[config.mk]
export PLATFORM = sky130hd
export DESIGN_NAME = sctu_reduce
export DESIGN_NICKNAME = d
export VERILOG_FILES = /design/src/design/sctu_pkg.sv /design/src/design/sctu_reduce.sv
export SDC_FILE = /design/constraint.sdc
export NUM_CORES = 1
export LEC_CHECK = 0
export ABC_CLOCK_PERIOD_IN_PS = 13500
export BUFFER_PORTS_ARGS = -buffer_cell sky130_fd_sc_hd__buf_2
export CAP_MARGIN = 20
export CORE_ASPECT_RATIO = 1.25
export CORE_MARGIN = 2
export CORE_UTILIZATION = 60
export CTS_CLUSTER_SIZE = 28
export DETAILED_ROUTE_END_ITERATION = 10
export PLACE_DENSITY_LB_ADDON = 0.12
export SLEW_MARGIN = 20
export SYNTH_ARGS = -nofsm -noshare
export SYNTH_HDL_FRONTEND = slang
export SYNTH_SLANG_ARGS = --single-unit
[constraint.sdc]
create_clock -name clk -period 13.5 [get_ports clk]
set_clock_uncertainty 0.15 [all_clocks]
set_input_delay 2.025 -clock clk [delete_from_list [all_inputs] [get_ports clk]]
set_output_delay 2.025 -clock clk [all_outputs]
set_load 0.05 [all_outputs]
[src/design/sctu_pkg.sv]
package sctu_pkg;

	localparam int PolyTermsDefault = 6;
	localparam int PolyTermsMax = 8;

	localparam logic [1:0] OP_SIN = 2'd0;
	localparam logic [1:0] OP_COS = 2'd1;
	localparam logic [1:0] OP_TAN = 2'd2;
	// bit 1 selects tangent, so this code acts as tangent too
	localparam logic [1:0] OP_TAN_ALT = 2'd3;

	localparam logic signed [31:0] INV_TWO_PI = 32'sd683565276;
	localparam logic [47:0] QUARTER_TURN = 48'h4000_0000_0000;
	localparam int QuotBits = 56;

	typedef struct packed {
		logic [1:0] operation;
		logic signed [31:0] angle;
	} in_word_t;

	typedef struct packed {
		logic signed [31:0] value;
		logic saturated;
	} out_word_t;

	typedef logic signed [39:0] coef_t;

	function automatic coef_t sin_coef(input int i);
		case (i)
			0: sin_coef = 40'sd106;
			1: sin_coef = 40'sd843309761;
			2: sin_coef = 40'sd51144;
			3: sin_coef = -40'sd86895339;
			4: sin_coef = 40'sd329095;
			5: sin_coef = 40'sd2455479;
			default: sin_coef = 40'sd0;
		endcase
	endfunction

	function automatic coef_t cos_coef(input int i);
		case (i)
			0: cos_coef = 40'sd1073742103;
			1: cos_coef = -40'sd13799;
			2: cos_coef = -40'sd331024046;
			3: cos_coef = -40'sd594132;
			4: cos_coef = 40'sd18157365;
			5: cos_coef = -40'sd1017093;
			default: cos_coef = 40'sd0;
		endcase
	endfunction

	// rounded Q30 product, half away from zero
	function automatic coef_t mul_q30(input coef_t y, input logic [30:0] x);
		logic neg;
		logic [39:0] m;
		logic [70:0] p;
		logic [40:0] r;
		neg = y[39];
		m = neg ? 40'(-y) : 40'(y);
		p = 71'(m) * 71'(x);
		r = 41'((p + 71'(1 << 29)) >> 30);
		mul_q30 = neg ? -coef_t'(r) : coef_t'(r);
	endfunction

endpackage

[src/design/sctu_reduce.sv]
// angle to octant, polynomial argument and sign; two register stages
module sctu_reduce (
	input logic clk,
	input logic en,
	input logic signed [31:0] angle,
	input logic add_quarter,
	output logic [30:0] x,
	output logic use_cos,
	output logic neg
);
	logic signed [63:0] turns_s1;
	logic add_q_s1;
	logic [47:0] mag_frac;
	logic [47:0] frac;
	logic [2:0] oct;
	logic [44:0] off;
	logic [45:0] arg;
	logic [63:0] tq;

	always_ff @(posedge clk) begin
		if (en) begin
			turns_s1 <= 64'(angle) * 64'(sctu_pkg::INV_TWO_PI);
			add_q_s1 <= add_quarter;
		end
	end

	always_comb begin
		tq = turns_s1 + (add_q_s1 ? 64'(sctu_pkg::QUARTER_TURN) : 64'd0);
		mag_frac = tq[63] ? 48'(-tq) : tq[47:0];
		frac = mag_frac;
		oct = frac[47:45];
		off = frac[44:0];
		arg = oct[0] ? (46'(1) << 45) - 46'(off) : 46'(off);
	end

	always_ff @(posedge clk) begin
		if (en) begin
			x <= arg[45:15];
			use_cos <= oct[0] ^ oct[1];
			neg <= tq[63] ^ oct[2];
		end
	end
endmodule

==> impl_metrics.tcl <==
set metrics [dict create \
    outcome "finished, final reports clean" \
    antenna_found_initial 0 \
    fin_crit_ps 9660 \
    route.detailed.drc 0 \
    cap_violations 0 \
    ios 68 \
    synthMuxAreaShare_pct 0.226 \
    worstMarginPinSlew_ps 943 \
    ys_seq_area_share_pct 12.2 \
    hold_buffers 0 \
    vias 16600 \
    drive_gt1_share_pct 4.87 \
    relSlewSlack_pct 36.7 \
    wl_per_cell_um 20.4 \
    gp_congestion 0.964 \
    firstDrtPassIters 7 \
    layout-area-overhead-vs-synth_pct 5.04 \
    synth_top_area_share_pct 35.7 \
    synth_async_sr_flop_share_pct 0 \
    core_um2 38200 \
    r2r_slack_ps 9160 \
    max_freq_mhz 104 \
    nets 3193 \
    final-max-slew-violation-count 0 \
    critPathCaptureType "register" \
    die_area_um2 40400 \
    rows 80 \
    setup_viol 0 \
    tns_ps 0 \
    hold_path_depth 2 \
    synth_largest_area_cell "fa_1" \
    synth-edff-count 95 \
    track_usage_pct 31.7 \
    synthDistinctLibCells 76 \
    grt_pass1_vias 18400 \
    avgSynthCellArea_um2 9.79 \
    critPathKind "input pin to register" \
    cp-start-kind "input pin" \
    r2r-end "x[28]" \
    htree_levels 3 \
    hold_class "register to register" \
    path_cells "buf_2 > inv_1 > fa_1 > fa_1 > inv_1 > ha_1 > fa_1 > fa_1 > fa_1 > fa_1 > inv_1 > fa_1 > inv_1 > ha_1 > a21o_1 > a21o_1 > a21oi_1 > nand3_1 > o31a_1 > o32a_1 > a2111oi_0 > nor2_1 > a21oi_1 > xnor2_1" \
    diodes 0 \
    netlist_instances 2380 \
    post_synth_fa_ha_maj_area_fraction_pct 53.0 \
    cts_max_path_buffers 2 \
    crit_path_max_incr_delay_ps 600 \
    synthXorXnorAreaFrac_pct 6.39 \
    dp_hpwl_um 52100 \
    fin_crit_sh_pct 71.5 \
    cpMostUsedCell "fa_1" \
    synth_top_family_by_area "adder cells" \
    cts_resized 0 \
    rsz0062_at_grt "false" \
    r2r_cells 10 \
    initial_utilization_pct 60.9 \
    hold_ws_ps 566 \
    numCtsBuffers 9 \
    die_y_um 224 \
    ys_seq_elements 95 \
    wl_um 59500 \
    die_x_um 180 \
    cts_setup_buffers 0 \
    synthSimpleGateAreaFrac_pct 6.90 \
    cts_tree "done" \
    syn-num-nets 3153 \
    clkLatencyLatePin_ps 350 \
    grt_max_degree 58 \
    port_buffers 67 \
    cp_slowest_cell "fa_1" \
    synth_flop_cell "edfxtp_1" \
    synth_compound_area_share_pct 9.55 \
    ant_nets 0 \
    synth.cell_area_um2 23300 \
    critPathRequiredTime_ps 13460 \
    hold_viol_final 0 \
    grt-ovfl-total 0 \
    synth_warnings 0 \
    path_clk_slew_ps 70 \
    worstHoldStart "turns_s1[47]" \
    crit_buf_inv 5 \
    cts.sinks 95 \
    path_delay_family "adder cells" \
    worstPathArrival_ps 9620 \
    root_buffer "clkbuf_16" \
    nFillCells 3238 \
    vias_per_cell 5.68 \
    dr.first_iter.drc_count 961 \
    grt_pass1_wl_um 99000 \
    synth_area_leaders "fa_1 36%, ha_1 17%, edfxtp_1 12%" \
    hold-path-endpoint "neg" \
    critPathMaxFanout 6 \
    r2r_start "turns_s1[12]" \
]
final cells by class:
type	instances	area [um2]	area share, %
Timing Repair Buffer	73	385	1.58
Clock buffer	9	225	0.920
Inverter	674	2530	10.3
Multi-Input combinational cell	1567	17800	72.6
Sequential cell	95	2850	11.7
Tap cell	492	616	2.52
Clock inverter	7	101	0.414
worst min-delay path, stage by stage (launching register included):
cell and delay, ps:
edfxtp_1 380, xor2_1 90, xnor2_1 140
synthesized netlist by cell type, types with 4 or more instances:
cell and n:
o21a_1 8, and3_1 11, fa_1 415, edfxtp_1 95, o31a_1 4, xor2_1 66
nor3_1 25, and2_1 4, inv_1 673, a311oi_1 5, o21bai_1 10, o211ai_1 9
or4_1 8, or3_1 7, nand3_1 20, a211oi_1 6, a21o_1 38, a41oi_1 5
nor2b_1 11, a21oi_1 97, ha_1 323, a31oi_1 15, nor2_1 64, a22oi_1 4
nand2b_1 11, o31ai_1 17, nor4_1 11, or2_2 6, xnor2_1 102, clkbuf_1 36
o21ai_0 81, nand2_1 89, nand4_1 29, a21boi_0 4, a211o_1 5
kinds of logic after synthesis:
group                    Yosys count
multiplexers                       5
XOR/XNOR                         169
AO/OA/AOI/OAI                    343
buffers and inverters            718
adder cells (fa/ha/maj)          738
AND/OR/NAND/NOR                  312
flip-flops                        95
layer usage:
metal / track usage [%] / wire length (um)
met4: 15.2 / 3550
met1: 37.7 / 22700
met2: 58.0 / 31300
met5: 0 / 0
met3: 2.77 / 1910
metrics by stage:
| stage | std cells | instance area (um2) | util, % | worst slack, ps |
|---|---|---|---|---|
| global route | 2917 | 24500 | 64.0 | 3500 |
| CTS | 2917 | 24400 | 63.9 | 3580 |
| global placement | 2901 | 24100 | 63.1 | 3390 |
| floorplan | 2380 | 23300 | - | 4070 |
| detailed placement | 2901 | 24100 | 63.1 | 3250 |
| finish | 2917 | 24500 | 64.0 | 3840 |
layout by cell type, fill, tap and decap left out, types with 4 or more instances in the layout:
master     instances
a41oi_1            5
buf_4              8
a21oi_1           97
a21o_1            38
nor2b_1           11
a31oi_1           15
and2_1             4
xor2_1            65
xnor2_1          102
ha_1             323
o21bai_1          10
nand3_1           20
a22oi_1            4
nand2b_1          11
fa_1             415
a211o_1            5
o31ai_1           17
or2_2              6
or3_1              7
and3_1            11
edfxtp_1          95
nand2_1           89
nor3_1            25
o21a_1             8
nor2_1            64
a211oi_1           6
or4_1              8
inv_1            673
a311oi_1           5
a21boi_0           4
nor4_1            11
o21ai_0           81
o31a_1             4
nand4_1           29
buf_2             65
clkbuf_16          9
o211ai_1           9
sequential cells by signal, summed over array words and instances, names as in the netlist:
register and cells:
turns_s1 61, x 31, add_q_s1 1, neg 1
use_cos 1
worst max path at each step:
stage              start      endpoint  slack, ps  cells after the start
2_1_floorplan  angle[31]  turns_s1[62]       4070                     22
3_3_place_gp   angle[12]  turns_s1[59]       3390                     23
3_5_place_dp   angle[11]  turns_s1[59]       3250                     23
4_1_cts         angle[9]  turns_s1[59]       3580                     23
5_1_grt        angle[14]  turns_s1[62]       3500                     24
6_report       angle[13]  turns_s1[60]       3840                     24
Power is not shown: default switching activity piles up to over one toggle a cycle in this logic, so the estimate is an artifact.
